**src/rtl/core/rcs_pkg.sv**
```systemverilog
// Shared types, constants and helper functions of the radix conversion stream block.
package rcs_pkg;

	// Default width of the accumulated value.
	localparam int VALUE_BITS_DEFAULT = 32;

	// Quotient bits resolved per cycle by the digit divider.
	localparam int DIV_STEPS = 4;

	// Digit store depth and address width.
	localparam int STORE_DEPTH = 64;
	localparam int STORE_AW    = 6;

	// Register widths and reset values.
	localparam int BASE_W = 6;
	localparam logic [BASE_W-1:0] INPUT_BASE_RESET  = 6'd10;
	localparam logic [BASE_W-1:0] OUTPUT_BASE_RESET = 6'd16;
	localparam logic [BASE_W-1:0] OUTPUT_BASE_MIN   = 6'd2;
	localparam logic [BASE_W-1:0] OUTPUT_BASE_MAX   = 6'd36;

	// Configuration register indexes.
	localparam logic CFG_INPUT_BASE  = 1'b0;
	localparam logic CFG_OUTPUT_BASE = 1'b1;

	// Result status codes.
	localparam logic [1:0] ST_OK       = 2'd0;
	localparam logic [1:0] ST_INVALID  = 2'd1;
	localparam logic [1:0] ST_OVERFLOW = 2'd2;

	// ASCII anchors for digit decoding and encoding.
	localparam logic [7:0] ASCII_ZERO   = 8'h30;
	localparam logic [7:0] ASCII_NINE   = 8'h39;
	localparam logic [7:0] ASCII_UPPER_A = 8'h41;
	localparam logic [7:0] ASCII_UPPER_Z = 8'h5A;
	localparam logic [7:0] ASCII_LOWER_A = 8'h61;
	localparam logic [7:0] ASCII_LOWER_Z = 8'h7A;
	localparam logic [7:0] UPPER_GAP = 8'd7;
	localparam logic [7:0] LOWER_GAP = 8'd39;

	// Input item.
	typedef struct packed {
		logic [7:0] char_code;
		logic       last_char;
	} in_item_t;

	// Result item.
	typedef struct packed {
		logic [7:0] digit_code;
		logic       last_digit;
		logic [1:0] status;
	} out_item_t;

	// Decoded digit character.
	typedef struct packed {
		logic              valid;
		logic [BASE_W-1:0] value;
	} digit_val_t;

	// Commands from the controller to the datapath.
	typedef struct packed {
		logic latch_in;
		logic mac;
		logic div_step;
		logic mem_rd;
		logic emit_digit;
		logic emit_err;
	} ctrl_cmd_t;

	// Status from the datapath to the controller.
	typedef struct packed {
		logic last_char;
		logic err_next;
		logic div_done;
		logic slot_free;
		logic ptr_zero;
	} dp_stat_t;

	// Maps an ASCII character to its digit value; non-digits are flagged invalid.
	function automatic digit_val_t char_value(input logic [7:0] c);
		digit_val_t r;
		logic [7:0] t;
		r.valid = 1'b1;
		t       = 8'd0;
		if (c >= ASCII_ZERO && c <= ASCII_NINE) begin
			t = c - ASCII_ZERO;
		end else if (c >= ASCII_UPPER_A && c <= ASCII_UPPER_Z) begin
			t = c - ASCII_ZERO - UPPER_GAP;
		end else if (c >= ASCII_LOWER_A && c <= ASCII_LOWER_Z) begin
			t = c - ASCII_ZERO - LOWER_GAP;
		end else begin
			r.valid = 1'b0;
		end
		r.value = t[BASE_W-1:0];
		return r;
	endfunction

	// Maps a digit value to ASCII with lowercase letters above nine.
	function automatic logic [7:0] digit_ascii(input logic [BASE_W-1:0] v);
		logic [7:0] w;
		w = {2'b00, v};
		if (v < 6'd10) begin
			return ASCII_ZERO + w;
		end
		return ASCII_ZERO + w + LOWER_GAP;
	endfunction

	// Limits the output base to the supported range.
	function automatic logic [BASE_W-1:0] clamp_base(input logic [BASE_W-1:0] b);
		if (b < OUTPUT_BASE_MIN) begin
			return OUTPUT_BASE_MIN;
		end
		if (b > OUTPUT_BASE_MAX) begin
			return OUTPUT_BASE_MAX;
		end
		return b;
	endfunction

endpackage

```
**src/rtl/core/rcs_ctrl.sv**
```systemverilog
// Controller state machine of the radix conversion stream block.
module rcs_ctrl (
	input  logic               clk,
	input  logic               arst_n,
	input  logic               in_valid,
	output logic               in_ready,
	input  rcs_pkg::dp_stat_t  stat,
	output rcs_pkg::ctrl_cmd_t cmd
);

	typedef enum logic [5:0] {
		S_IDLE = 6'b000001,
		S_MAC  = 6'b000010,
		S_ERR  = 6'b000100,
		S_DIV  = 6'b001000,
		S_RD   = 6'b010000,
		S_LD   = 6'b100000
	} state_t;

	state_t state_q;
	state_t state_d;

	// Next state selection.
	always_comb begin
		state_d = state_q;
		case (state_q)
			S_IDLE: begin
				if (in_valid) begin
					state_d = S_MAC;
				end
			end
			S_MAC: begin
				if (!stat.last_char) begin
					state_d = S_IDLE;
				end else if (stat.err_next) begin
					state_d = S_ERR;
				end else begin
					state_d = S_DIV;
				end
			end
			S_ERR: begin
				if (stat.slot_free) begin
					state_d = S_IDLE;
				end
			end
			S_DIV: begin
				if (stat.div_done) begin
					state_d = S_RD;
				end
			end
			S_RD: begin
				state_d = S_LD;
			end
			S_LD: begin
				if (stat.slot_free) begin
					state_d = stat.ptr_zero ? S_IDLE : S_RD;
				end
			end
			default: begin
				state_d = S_IDLE;
			end
		endcase
	end

	// State register.
	always_ff @(posedge clk or negedge arst_n) begin
		if (!arst_n) begin
			state_q <= S_IDLE;
		end else begin
			state_q <= state_d;
		end
	end

	// Commands decoded from the current state.
	assign in_ready       = (state_q == S_IDLE);
	assign cmd.latch_in   = (state_q == S_IDLE) && in_valid;
	assign cmd.mac        = (state_q == S_MAC);
	assign cmd.div_step   = (state_q == S_DIV);
	assign cmd.mem_rd     = (state_q == S_RD);
	assign cmd.emit_digit = (state_q == S_LD) && stat.slot_free;
	assign cmd.emit_err   = (state_q == S_ERR) && stat.slot_free;

endmodule

```
**src/rtl/core/rcs_dp.sv**
```systemverilog
// Datapath of the radix conversion stream block: accumulator, digit divider and digit store.
module rcs_dp #(
	parameter int VALUE_BITS = rcs_pkg::VALUE_BITS_DEFAULT
) (
	input  logic                      clk,
	input  logic                      arst_n,
	input  logic                      cfg_we,
	input  logic                      cfg_index,
	input  logic [rcs_pkg::BASE_W-1:0] cfg_data,
	input  rcs_pkg::in_item_t         in_data,
	output logic                      out_valid,
	input  logic                      out_ready,
	output rcs_pkg::out_item_t        out_data,
	input  rcs_pkg::ctrl_cmd_t        cmd,
	output rcs_pkg::dp_stat_t         stat
);

	localparam int BW     = rcs_pkg::BASE_W;
	localparam int AW     = rcs_pkg::STORE_AW;
	localparam int PW     = VALUE_BITS + BW;
	localparam int DIV_W  = ((VALUE_BITS + rcs_pkg::DIV_STEPS - 1) / rcs_pkg::DIV_STEPS)
		* rcs_pkg::DIV_STEPS;
	localparam int NSTEP  = DIV_W / rcs_pkg::DIV_STEPS;
	localparam int SW     = (NSTEP > 1) ? $clog2(NSTEP) : 1;
	localparam int CNT_W  = AW + 1;

	// Configuration registers.
	logic [BW-1:0] in_base_q;
	logic [BW-1:0] out_base_q;

	always_ff @(posedge clk or negedge arst_n) begin
		if (!arst_n) begin
			in_base_q  <= rcs_pkg::INPUT_BASE_RESET;
			out_base_q <= rcs_pkg::OUTPUT_BASE_RESET;
		end else if (cfg_we) begin
			case (cfg_index)
				rcs_pkg::CFG_INPUT_BASE:  in_base_q  <= cfg_data;
				rcs_pkg::CFG_OUTPUT_BASE: out_base_q <= cfg_data;
				default: ;
			endcase
		end
	end

	// Latched input character.
	logic [7:0] char_q;
	logic       last_q;

	always_ff @(posedge clk) begin
		if (cmd.latch_in) begin
			char_q <= in_data.char_code;
			last_q <= in_data.last_char;
		end
	end

	// Multiply-add with overflow and digit validity checks.
	logic [VALUE_BITS-1:0] acc_q;
	logic [1:0]            flags_q;
	rcs_pkg::digit_val_t   dv;
	logic [PW-1:0]         prod;
	logic                  ovf;
	logic                  inv;
	logic [1:0]            flags_next;
	logic [VALUE_BITS-1:0] acc_next;

	always_comb begin
		dv         = rcs_pkg::char_value(char_q);
		prod       = PW'(acc_q) * PW'(in_base_q) + PW'(dv.value);
		ovf        = |prod[PW-1:VALUE_BITS];
		inv        = !dv.valid || (dv.value >= in_base_q);
		flags_next = flags_q;
		acc_next   = acc_q;
		if (inv) begin
			flags_next[0] = 1'b1;
		end else if (flags_q == 2'b00) begin
			if (ovf) begin
				flags_next[1] = 1'b1;
			end else begin
				acc_next = prod[VALUE_BITS-1:0];
			end
		end
	end

	always_ff @(posedge clk or negedge arst_n) begin
		if (!arst_n) begin
			acc_q   <= '0;
			flags_q <= 2'b00;
		end else if (cmd.mac) begin
			if (last_q) begin
				acc_q   <= '0;
				flags_q <= 2'b00;
			end else begin
				acc_q   <= acc_next;
				flags_q <= flags_next;
			end
		end
	end

	// Error code captured on every multiply-add step, used when a number ends in error.
	logic [1:0] err_code_q;

	always_ff @(posedge clk) begin
		if (cmd.mac) begin
			err_code_q <= flags_next[0] ? rcs_pkg::ST_INVALID : rcs_pkg::ST_OVERFLOW;
		end
	end

	// Digit divider: restoring division, several quotient bits per cycle.
	logic [DIV_W-1:0] quo_q;
	logic [BW-1:0]    rem_q;
	logic [BW-1:0]    dbase_q;
	logic [SW-1:0]    step_q;
	logic [CNT_W-1:0] count_q;
	logic [DIV_W-1:0] quo_d;
	logic [BW-1:0]    rem_d;
	logic [BW:0]      r7;
	logic             last_step;
	logic             div_fin;

	always_comb begin
		quo_d = quo_q;
		rem_d = rem_q;
		r7    = '0;
		for (int i = 0; i < rcs_pkg::DIV_STEPS; i++) begin
			r7    = {rem_d, quo_d[DIV_W-1]};
			quo_d = {quo_d[DIV_W-2:0], 1'b0};
			if (r7 >= {1'b0, dbase_q}) begin
				r7       = r7 - {1'b0, dbase_q};
				quo_d[0] = 1'b1;
			end
			rem_d = r7[BW-1:0];
		end
	end

	assign last_step = (step_q == SW'(NSTEP - 1));
	assign div_fin   = last_step && ((quo_d == '0) || (count_q == CNT_W'(rcs_pkg::STORE_DEPTH - 1)));

	always_ff @(posedge clk or negedge arst_n) begin
		if (!arst_n) begin
			step_q  <= '0;
			count_q <= '0;
		end else if (cmd.mac) begin
			step_q  <= '0;
			count_q <= '0;
		end else if (cmd.div_step) begin
			if (last_step) begin
				step_q  <= '0;
				count_q <= count_q + 1'b1;
			end else begin
				step_q <= step_q + 1'b1;
			end
		end
	end

	always_ff @(posedge clk) begin
		if (cmd.mac) begin
			quo_q   <= DIV_W'(acc_next);
			rem_q   <= '0;
			dbase_q <= rcs_pkg::clamp_base(out_base_q);
		end else if (cmd.div_step) begin
			quo_q <= quo_d;
			rem_q <= last_step ? '0 : rem_d;
		end
	end

	// Digit store, least significant digit first.
	logic [BW-1:0] digit_mem [rcs_pkg::STORE_DEPTH];
	logic [BW-1:0] rd_data_q;
	logic [AW-1:0] ptr_q;

	always_ff @(posedge clk) begin
		if (cmd.div_step && last_step) begin
			digit_mem[count_q[AW-1:0]] <= rem_d;
		end
		if (cmd.mem_rd) begin
			rd_data_q <= digit_mem[ptr_q];
		end
	end

	// Read pointer walks from the most significant digit down.
	always_ff @(posedge clk or negedge arst_n) begin
		if (!arst_n) begin
			ptr_q <= '0;
		end else if (cmd.div_step && div_fin) begin
			ptr_q <= count_q[AW-1:0];
		end else if (cmd.emit_digit && (ptr_q != '0)) begin
			ptr_q <= ptr_q - 1'b1;
		end
	end

	// Output register; a new result loads once the previous one is transferred.
	logic               out_valid_q;
	rcs_pkg::out_item_t out_q;
	logic               slot_free;

	assign slot_free = !out_valid_q || out_ready;

	always_ff @(posedge clk or negedge arst_n) begin
		if (!arst_n) begin
			out_valid_q <= 1'b0;
		end else if (cmd.emit_digit || cmd.emit_err) begin
			out_valid_q <= 1'b1;
		end else if (out_ready) begin
			out_valid_q <= 1'b0;
		end
	end

	always_ff @(posedge clk) begin
		if (cmd.emit_digit) begin
			out_q.digit_code <= rcs_pkg::digit_ascii(rd_data_q);
			out_q.last_digit <= (ptr_q == '0);
			out_q.status     <= rcs_pkg::ST_OK;
		end else if (cmd.emit_err) begin
			out_q.digit_code <= 8'd0;
			out_q.last_digit <= 1'b1;
			out_q.status     <= err_code_q;
		end
	end

	assign out_valid = out_valid_q;
	assign out_data  = out_q;

	// Status toward the controller.
	assign stat.last_char = last_q;
	assign stat.err_next  = (flags_next != 2'b00);
	assign stat.div_done  = div_fin;
	assign stat.slot_free = slot_free;
	assign stat.ptr_zero  = (ptr_q == '0);

endmodule

```
**src/rtl/core/radix_conversion_stream_top.sv**
```systemverilog
// A character that is not last takes the controller from S_IDLE through S_MAC back to
// S_IDLE. The last character holds it in S_DIV while the divider forms the output digits;
// each is then read in S_RD and emitted from S_LD, and an error result from S_ERR, once
// the slot is free. The divider's 4 quotient bits per cycle set the conversion time.
// Reset (arst_n low, asynchronous) clears control state, the value, the flags and the
// bases to 10 and 16; the digit store is not cleared and needs no clearing pass.
module radix_conversion_stream_top #(
	parameter int VALUE_BITS = rcs_pkg::VALUE_BITS_DEFAULT
) (
	input  logic                       clk,
	input  logic                       arst_n,
	input  logic                       in_valid,
	output logic                       in_ready,
	input  rcs_pkg::in_item_t          in_data,
	output logic                       out_valid,
	input  logic                       out_ready,
	output rcs_pkg::out_item_t         out_data,
	input  logic                       cfg_we,
	input  logic                       cfg_index,
	input  logic [rcs_pkg::BASE_W-1:0] cfg_data
);

	rcs_pkg::ctrl_cmd_t cmd;
	rcs_pkg::dp_stat_t  stat;

	// Sequencer.
	rcs_ctrl u_ctrl (
		.clk      (clk),
		.arst_n   (arst_n),
		.in_valid (in_valid),
		.in_ready (in_ready),
		.stat     (stat),
		.cmd      (cmd)
	);

	// Arithmetic, storage and output register.
	rcs_dp #(
		.VALUE_BITS (VALUE_BITS)
	) u_dp (
		.clk       (clk),
		.arst_n    (arst_n),
		.cfg_we    (cfg_we),
		.cfg_index (cfg_index),
		.cfg_data  (cfg_data),
		.in_data   (in_data),
		.out_valid (out_valid),
		.out_ready (out_ready),
		.out_data  (out_data),
		.cmd       (cmd),
		.stat      (stat)
	);

endmodule
```
**config.mk**
```make
export PLATFORM = sky130hd
export DESIGN_NAME = radix_conversion_stream_top
export DESIGN_NICKNAME = d
export VERILOG_FILES = /design/src/rtl/core/rcs_pkg.sv /design/src/rtl/core/rcs_ctrl.sv /design/src/rtl/core/rcs_dp.sv /design/src/rtl/core/radix_conversion_stream_top.sv
export SDC_FILE = /design/constraint.sdc
export NUM_CORES = 1
export LEC_CHECK = 0
export ABC_AREA = 0
export BUFFER_PORTS_ARGS = -buffer_cell sky130_fd_sc_hd__buf_2
export CAP_MARGIN = 10
export CORE_ASPECT_RATIO = 1.5
export CORE_MARGIN = 2
export CORE_UTILIZATION = 59
export CTS_BUF_LIST = sky130_fd_sc_hd__clkbuf_4 sky130_fd_sc_hd__clkbuf_8
export DETAILED_ROUTE_END_ITERATION = 8
export GPL_ROUTABILITY_DRIVEN = 0
export GPL_TIMING_DRIVEN = 0
export PLACE_DENSITY = 0.86
export SYNTH_ARGS = -nofsm -noshare
export SYNTH_HDL_FRONTEND = slang
export SYNTH_SLANG_ARGS = --single-unit
export TNS_END_PERCENT = 5
```
**constraint.sdc**
```tcl
create_clock -name clk -period 16.9 [get_ports clk]
set_clock_uncertainty 0.15 [all_clocks]
set_input_delay 0.845 -clock clk [delete_from_list [all_inputs] [get_ports clk]]
set_output_delay 0.845 -clock clk [all_outputs]
set_load 0.01 [all_outputs]
```
==> results of run 1 <==
registers in the layout, summed over array words and instances, names as in the netlist, 6 cells and up:
register,count
u_dp.ptr_q,6
u_dp.rem_q,6
u_dp.in_base_q,6
u_ctrl.state_q,6
u_dp.quo_q,32
u_dp.acc_q,32
u_dp.char_q,8
u_dp.rd_data_q,6
u_dp.dbase_q,6
u_dp.out_data,11
u_dp.count_q,7
u_dp.digit_mem,384
u_dp.out_base_q,6
area by class of cell:
cell class              instances  area, sq um  share of cell area, %
diodes                          2         5.00                 0.0156
inverters                     160          601                   1.88
clock inverters                42          392                   1.22
flip-flops and latches        525        15300                   48.0
multi-input cells            1387        12800                   39.9
repair buffers                 44          380                   1.19
clock buffers                  93         1190                   3.73
well taps                     656          821                   2.57
plain buffers                 121          489                   1.53
critical path: cells and delay by family (launching register included):
kind | cells | cell delay [ps]
simple gates | 6 | 1570
flops | 1 | 560
buf+inv | 5 | 890
compound gates | 17 | 4250
fa+ha+maj | 4 | 1190
mux | 2 | 1370
what timing repair did:
action                    4_1_cts  5_1_grt
resized for setup               0        0
hold buffers                    1        0
hold endpoints to repair        5        0
metrics by stage:
stage	utilization (%)	hold slack (ps)	cells	area [sq um]
2_1_floorplan	-	300	2193	29200
3_3_place_gp	61.8	316	2882	30200
3_5_place_dp	62.0	325	2886	30300
4_1_cts	65.3	162	3022	31900
5_1_grt	65.5	183	3029	32000
6_report	65.5	214	3030	32000
worst paths after layout:
| kind | start | end | slack, ps |
|---|---|---|---|
| max in group asynchronous | arst_n | u_dp.in_base_q[3] | 15590 |
| hold reg to reg | u_dp.err_code_q[1] | u_dp.out_data[1] | 350 |
| setup reg to reg | u_dp.dbase_q[1] | u_dp.digit_mem[12][1] | 6710 |
| min in group asynchronous | arst_n | u_dp.out_base_q[1] | 410 |
| setup / recovery | u_dp.dbase_q[1] | u_dp.digit_mem[12][1] | 6710 |
| hold / removal | in_data[5] | u_dp.char_q[4] | 210 |
synthesized netlist by cell type, drive strengths merged, types with 19 or more instances:
cell type	number
mux4	126
and2	34
inv	159
clkbuf	91
mux2i	38
nor2	141
fa	128
dfrtp	65
nor3	20
a32o	30
edfxtp	448
buf	30
nand2	274
xnor2	30
a21oi	70
a21o	21
o21ai	87
xor2	19
nand3	22
ha	128
logic make-up (layout without fill, tap and decap cells):
logic type | count (synthesis) | count (layout) | share of synthesized area [%]
AND/OR/NAND/NOR | 595 | 595 | 9.17
adder cells (fa/ha/maj) | 257 | 257 | 14.3
other | 0 | 2 | 0
multiplexers | 180 | 180 | 11.6
AO/OA/AOI/OAI | 306 | 306 | 7.06
XOR/XNOR | 49 | 49 | 1.47
buffers and inverters | 281 | 460 | 3.74
flip-flops | 525 | 525 | 52.6
routing by layer:
layer	up-vias	wire, microns
met1	9566	23200
met3	330	5700
met2	1127	38400
li1	8280	-
met5	-	0
met4	0	6180
==> impl_metrics.csv, run 1 <==
group,metric,value,unit
yosys,netlist_area,29200,sq um
timing,rsz0062_at_grt,"false",
clocking,clk_path_buf_depth,3,
timing,slew_headroom,25.9,%
critical_path,cpPeakStageDelay,940,ps
clocking,postCtsSetupRepairBufs,0,
global_routing,grtUsageMet1,30.9,%
global_routing,track_usage,29.5,%
critical_path,startpoint_type,"flop",
cells_and_area,mostFrequentLayoutCells,"edfxtp_1 (448), nand2_1 (274), inv_1 (159)",
cells_and_area,fillers,3332,
critical_path,critical_path.most_common_cell,"ha_1",
yosys,yosys.area.top_type,"edfxtp_1",
timing,tightest_slew,1100,ps
global_routing,grt_pass1_wl,114000,microns
timing,finalSetupViolCount,0,
floorplanning,rows,99,
critical_path,worst-path-max-fanout,36,
timing,max_freq,0.0981,GHz
yosys,syn_inst,2193,
cells_and_area,nets,2592,
min_path,min_path_cells,1,
status,status,"completed",
cells_and_area,area_delta_synth_final,9.65,%
yosys,ys_async_sr_fraction,13.1,%
global_routing,grt_busiest_layer,"met2",
detailed_routing,wl,73500,microns
timing,fin_crit,10190,ps
global_routing,grt_max_degree,66,
detailed_routing,firstDrtPassIters,6,
clocking,clk_pin_slew,70,ps
clocking,cts_buffers,76,
critical_path,required,17220,ps
placed_design,numPortBuffers,33,
detailed_routing,drtIter0Drc,2125,
critical_path,end_kind,"flop",
detailed_routing,vias,19303,
floorplanning,die_area,51300,sq um
yosys,synth-edff-count,448,
placed_design,dp_hpwl,53200,microns
detailed_routing,drc,0,
clocking,cts_tree,"yes",
timing,setup_tns,0,ps
global_routing,grt_pass1_vias,20647,
detailed_routing,routedWlPerCell,24.3,microns
timing,setup_slack,6710,ps
critical_path,crit_arrival,10520,ps
yosys,syn_area_per_cell,13.3,sq um
job,maxCapViolCount,0,
yosys,synth_ff_type,"edfxtp_1",
yosys,yosys_warnings,0,
yosys,ys_ff_latch,525,
global_routing,grt-ovfl-total,0,
yosys,netlist.area_leader.share,46.1,%
min_path,hp-class,"in2reg",
critical_path,reg2regPathDepth,34,
clocking,clk_latency,680,ps
timing,finalHoldViolCount,0,
critical_path,slowest_stage,"mux2i_4",
timing,period_share,60.3,%
clocking,cts_sinks,525,
yosys,synth.distinct_cells,72,
floorplanning,pin_count,34,
timing,slew_viol_final,0,
clocking,root_buffer,"clkbuf_8",
detailed_routing,vias_per_cell,6.37,
critical_path,crit_type,"reg2reg",
yosys,netlist_top_cells_area,"edfxtp_1 (46%), mux4_2 (9.7%), fa_1 (8.8%)",
floorplanning,start_util,59.8,%
cells_and_area,layout_commonest_cell,"edfxtp_1",
global_routing,use_met3,5.76,%
detailed_routing,ant_nets,0,
floorplanning,fp.coreArea,48800,sq um
cells_and_area,drive_gt1_share,14.3,%
yosys,ys_seq_area_share,52.6,%
floorplanning,die_x,186,microns
global_routing,use_met2,52.1,%
global_routing,antenna_found_initial,1,
placed_design,dpl_worst_slack,6860,ps
clocking,h-tree-depth,3,
yosys,synthesis.nets,2470,
floorplanning,die_h,276,microns
Power of run 1 is left out: the tool's default activity adds up to more than one toggle a clock period on the data nets, which glitch-free logic cannot reach.
==> inputs of run 2 (changes only) <==
==> constraint.sdc (replaced) <==
create_clock -name clk -period 10.5 [get_ports clk]
set_clock_uncertainty 0.15 [all_clocks]
set_input_delay 0.525 -clock clk [delete_from_list [all_inputs] [get_ports clk]]
set_output_delay 0.525 -clock clk [all_outputs]
set_load 0.01 [all_outputs]
==> run 2 against run 1 <==
Compared with the run above: register-to-register slack lost 6000 ps; routed wire length grew 1.4%; design area grew 0.52%; die area is the same; first-iteration DRC count is essentially flat; final cell count grew 0.46%; worst setup slack lost 6000 ps.
==> impl_metrics.csv, run 2 (synthesized netlist as in run 1, its figures left out) <==
group,metric,value,unit
min_path,hp-start,"cfg_data[2]",
cells_and_area,finalNonFillerCells,3044,
detailed_routing,ant_nets,0,
floorplanning,die_h,276,microns
timing,finalSetupViolCount,0,
critical_path,startpoint_type,"flop",
global_routing,grt_pass1_wl,114000,microns
critical_path,r2r-start,"u_dp.dbase_q[1]",
detailed_routing,drtIter0Drc,2126,
global_routing,grt-ovfl-total,0,
timing,slew_headroom,22.1,%
critical_path,crit_path_start,"u_dp.dbase_q[1]",
cells_and_area,nets,2606,
detailed_routing,firstDrtPassIters,6,
clocking,cts_buffers,76,
timing,tightest_slew,1160,ps
floorplanning,die_x,186,microns
cells_and_area,largest_reg_flops,384,
critical_path,worst-path-max-fanout,36,
global_routing,grt_pass1_vias,20769,
job,maxCapViolCount,0,
floorplanning,pin_count,34,
cells_and_area,multiInputGateArea,12800,sq um
timing,period_share,93.7,%
detailed_routing,vias_per_cell,6.36,
global_routing,track_usage,29.7,%
clocking,clk_latency,690,ps
detailed_routing,vias,19374,
critical_path,rrSetupSlack,660,ps
critical_path,critical_path.most_common_cell,"ha_1",
detailed_routing,wl,74500,microns
placed_design,numPortBuffers,33,
min_path,hp-class,"in2reg",
placed_design,dp_hpwl,53200,microns
timing,fin_crit,9840,ps
timing,slew_viol_final,0,
cells_and_area,layout_commonest_cell,"edfxtp_1",
critical_path,slowest_stage,"mux2i_4",
critical_path,cpPeakStageDelay,700,ps
floorplanning,rows,99,
clocking,postCtsSetupRepairBufs,0,
clocking,cts_sinks,525,
global_routing,grt_max_degree,66,
placed_design,dp_cells,2886,
clocking,clk_pin_slew,70,ps
detailed_routing,drc,0,
detailed_routing,routedWlPerCell,24.5,microns
cells_and_area,drive_gt1_share,14.3,%
clocking,h-tree-depth,3,
status,status,"completed",
critical_path,crit_type,"reg2reg",
critical_path,crit_arrival,10170,ps
clocking,clk_path_buf_depth,3,
floorplanning,fp.coreArea,48800,sq um
cells_and_area,fillers,3309,
clocking,root_buffer,"clkbuf_8",
global_routing,antenna_found_initial,2,
cells_and_area,utilization,65.9,%
timing,max_freq,0.102,GHz
floorplanning,die_area,51300,sq um
cells_and_area,regArea,15300,sq um
cells_and_area,mostFrequentLayoutCells,"edfxtp_1 (448), nand2_1 (273), inv_1 (159)",
floorplanning,start_util,59.8,%
critical_path,required,10830,ps
clocking,cts_tree,"yes",
timing,finalHoldViolCount,0,
critical_path,end_kind,"flop",
cells_and_area,area_delta_synth_final,10.2,%
timing,holdWs,49.6,ps
-- run 2: changes by cell type in the layout (fill, tap and decap cells not counted), sizes merged --
cell         before  now
dlygate4sd3       1   14
mux2i            38   39
-- run 2: final cells by class --
class | instances | share of cell area (%)
diodes | 2 | 0.0156
plain buffers | 121 | 1.52
clock buffers | 93 | 3.71
clock inverters | 42 | 1.22
inverters | 160 | 1.87
multi-input cells | 1388 | 39.8
flip-flops and latches | 525 | 47.7
well taps | 656 | 2.55
repair buffers | 57 | 1.59
-- run 2: repair_timing --
action / in CTS / in global routing
hold endpoints to repair: 81 / 0
hold buffers: 14 / 0
gates resized for setup: 0 / 5
endpoints found under the setup margin: 0 / 314
-- run 2: final timing paths --
path	endpoint	depth (start not counted)
max	u_dp.digit_mem[12][1]	34
min	u_dp.in_base_q[2]	3
max reg2reg	u_dp.digit_mem[12][1]	34
min reg2reg	u_dp.flags_q[1]	1
max in group asynchronous	u_dp.in_base_q[1]	3
min in group asynchronous	u_dp.out_base_q[1]	2
-- run 2: per-layer routing --
layer	GRT usage, %	part of all wire [%]
met5	0	0
met4	22.7	9.1
met3	5.87	7.9
met2	52.0	52
met1	30.8	31
-- run 2: worst max-delay path: cells and delay by family, from the launching register on --
kind | cells | cell delay [ps]
AOI/OAI and AO/OA | 16 | 3790
buffers and inverters | 4 | 810
and+or+nand+nor | 8 | 1800
adders and majority gates | 4 | 1300
DFF | 1 | 550
muxes | 2 | 1210
-- run 2: through the flow --
step / setup WS, ps / TNS, ps / area (sq um)
after floorplan: 934 / 0 / 29200
after global placement: -2370 / -300290 / 30200
after detailed placement: 457 / 0 / 30300
after CTS: 385 / 0 / 32000
after global routing: -37.2 / -93.1 / 32200
final: 663 / 0 / 32200
Power of run 2 is left out for the same reason.
==> inputs of run 3 (changes only) <==
--- a/config.mk
+++ b/config.mk
@@ -18,5 +18,6 @@
 export PLACE_DENSITY = 0.86
 export SYNTH_ARGS = -nofsm -noshare
 export SYNTH_HDL_FRONTEND = slang
+export SYNTH_HIERARCHICAL = 1
 export SYNTH_SLANG_ARGS = --single-unit
 export TNS_END_PERCENT = 5
==> run 3 against run 2 <==
Compared with the run above: critical path depth increased by 4; design area increased by 1.5%; die area is 1.5% higher.
==> impl_metrics.csv, run 3 <==
group,metric,value,unit
yosys,synth_top_family_by_area,"adder cells",
global_routing,grt_max_degree,66,
clocking,clk_latency,650,ps
timing,max_freq,0.101,GHz
global_routing,grt_pass1_wl,119000,microns
detailed_routing,wl,76900,microns
detailed_routing,drc,0,
floorplanning,pin_count,34,
clocking,h-tree-depth,3,
global_routing,grt-ovfl-total,0,
floorplanning,fp.coreArea,49700,sq um
cells_and_area,mostFrequentLayoutCells,"edfxtp_1 (448), nand2_1 (222), nor2_1 (220)",
yosys,synth_compound_area_share,9.14,%
critical_path,crit_arrival,10030,ps
cells_and_area,area_delta_synth_final,10.1,%
clocking,cts_sinks,525,
timing,setup_slack,644,ps
global_routing,track_usage,29.7,%
timing,tightest_slew,1140,ps
yosys,netlist_area,29600,sq um
detailed_routing,vias,20762,
cells_and_area,layout_commonest_cell,"edfxtp_1",
yosys,yosys.area_share.simple,9.47,%
cells_and_area,drive_gt1_share,11.6,%
floorplanning,die_area,52100,sq um
timing,rsz0062_at_grt,"false",
clocking,clk_pin_slew,60,ps
yosys,netlist.area_leader.share,45.4,%
cells_and_area,multiInputGateArea,13100,sq um
job,maxCapViolCount,0,
critical_path,worst-path-max-fanout,46,
yosys,syn_area_per_cell,12.4,sq um
timing,slew_headroom,23.2,%
timing,fin_crit,9860,ps
critical_path,end_kind,"flop",
yosys,synth-edff-count,448,
yosys,post-synth-top-count-cell,"edfxtp_1",
clocking,cts_tree,"yes",
floorplanning,start_util,59.6,%
timing,slew_viol_final,0,
timing,finalSetupViolCount,0,
status,status,"completed",
yosys,ys_seq_area_share,51.8,%
yosys,synth_ff_type,"edfxtp_1",
cells_and_area,fillers,3425,
yosys,synth_mux_area_share,9.58,%
min_path,hp-start,"out_ready",
detailed_routing,vias_per_cell,6.40,
yosys,netlist_top_cells_area,"edfxtp_1 (45%), fa_1 (8.6%), dfrtp_1 (5.5%)",
min_path,hp-class,"in2reg",
yosys,ys_ff_latch,525,
detailed_routing,firstDrtPassIters,9,
placed_design,dpl_worst_slack,-25.5,ps
critical_path,r2r-start,"u_dp/dbase_q[1]",
critical_path,required,10670,ps
cells_and_area,nets,2798,
cells_and_area,regArea,15300,sq um
floorplanning,rows,100,
critical_path,crit_path_start,"u_dp/dbase_q[1]",
yosys,synth_xor_area_share,1.74,%
global_routing,antenna_found_initial,1,
timing,finalHoldViolCount,0,
timing,period_share,93.9,%
global_routing,grt_pass1_vias,21799,
placed_design,dp_hpwl,55200,microns
yosys,yosys.area.top_type,"edfxtp_1",
clocking,root_buffer,"clkbuf_8",
yosys,synthesis.nets,2665,
critical_path,slowest_stage,"mux2_4",
yosys,ys_async_sr_fraction,13.1,%
yosys,synth_fa_ha_area_share,14.1,%
detailed_routing,drtIter0Drc,2192,
critical_path,cpPeakStageDelay,530,ps
cells_and_area,largest_reg_flops,384,
floorplanning,die_h,278,microns
yosys,syn_inst,2388,
critical_path,crit_buf_inv,5,
floorplanning,die_x,187,microns
clocking,cts_buffers,77,
detailed_routing,routedWlPerCell,23.7,microns
critical_path,cpLargestDelayFamily,"compound AO/OA/AOI/OAI gates",
critical_path,startpoint_type,"flop",
placed_design,numPortBuffers,33,
yosys,synthTopCellsByCount,"edfxtp_1 (448), nand2_1 (222), nor2_1 (220), inv_1 (163), mux2i_1 (144)",
critical_path,crit_type,"reg2reg",
yosys,synth.distinct_cells,86,
yosys,yosys_warnings,6,
detailed_routing,ant_nets,0,
clocking,clk_path_buf_depth,3,
==> run 3: cell types whose count changed after synthesis, sizes merged, moves of 8 or more <==
cell | before | now
a21oi | 70 | 124
xnor2 | 30 | 38
clkbuf | 91 | 104
and2 | 34 | 45
o221ai | 2 | 24
mux2i | 38 | 144
nor3 | 20 | 30
o22ai | 2 | 27
nand2 | 274 | 222
nor2 | 141 | 220
mux2 | 16 | 28
o21ai | 87 | 76
mux4 | 126 | 48
==> run 3: logic make-up (layout without fill, tap and decap cells) <==
group | Yosys count | in the layout
compound gates | 401 | 401
simple gates | 625 | 625
mux | 220 | 221
buf+inv | 302 | 492
other cells | 0 | 1
xor+xnor | 59 | 59
flops | 525 | 525
fa+ha+maj | 256 | 256
==> run 3: final cells by class <==
cell class / count / share of cell area, %
multi-input cells: 1562 / 40.3
repair buffers: 53 / 1.36
inverters: 163 / 1.88
well taps: 663 / 2.54
clock inverters: 38 / 1.05
plain buffers: 139 / 1.96
diodes: 1 / 0.00767
flip-flops and latches: 525 / 47.0
clock buffers: 99 / 3.87
==> run 3: repair_timing <==
item                                    in CTS  in global routing
endpoints found under the hold margin       77                  0
endpoints found under the setup margin     256                398
gates resized for setup                      4                 12
hold buffers                                12                  0
cloned                                       0                  1
buffers inserted                             0                  2
==> run 3: worst paths after layout <==
kind / to / slack, ps / depth (start not counted)
min: u_dp/out_valid / 20 / 3
max in group asynchronous: u_dp/in_base_q[3] / 9530 / 3
min in group asynchronous: u_dp/out_base_q[1] / 110 / 2
max: u_dp/digit_mem[45][5] / 640 / 38
max reg2reg: u_dp/digit_mem[45][5] / 640 / 38
min reg2reg: u_dp/rem_q[5] / 340 / 1
==> run 3: worst min-delay path, cell delays in order <==
cell and delay, ps:
buf_2 70, nand2b_1 110, nand2_1 60
==> run 3: metrics by stage <==
stage,util [%],hold WS [ps],setup TNS (ps),area (sq um),cells
floorplan,-,79.4,0,29600,2388
global placement,61.6,318,-154730,30600,3084
detailed placement,61.9,213,-1650,30700,3089
CTS,65.4,0.457,0,32500,3238
global route,65.7,33.9,0,32600,3243
finish,65.7,19.6,0,32600,3243
==> run 3: metal layers <==
layer  wire (microns)  part of all wire [%]  vias to the layer above  track usage [%]
li1                 -                     -                     8876                -
met1            24300                    32                    10121             31.2
met2            40100                    52                     1346             53.8
met3             6340                   8.2                      419             5.15
met4             6200                   8.1                        0             21.2
met5                0                     0                        -                0
Power of run 3 is left out for the same reason.
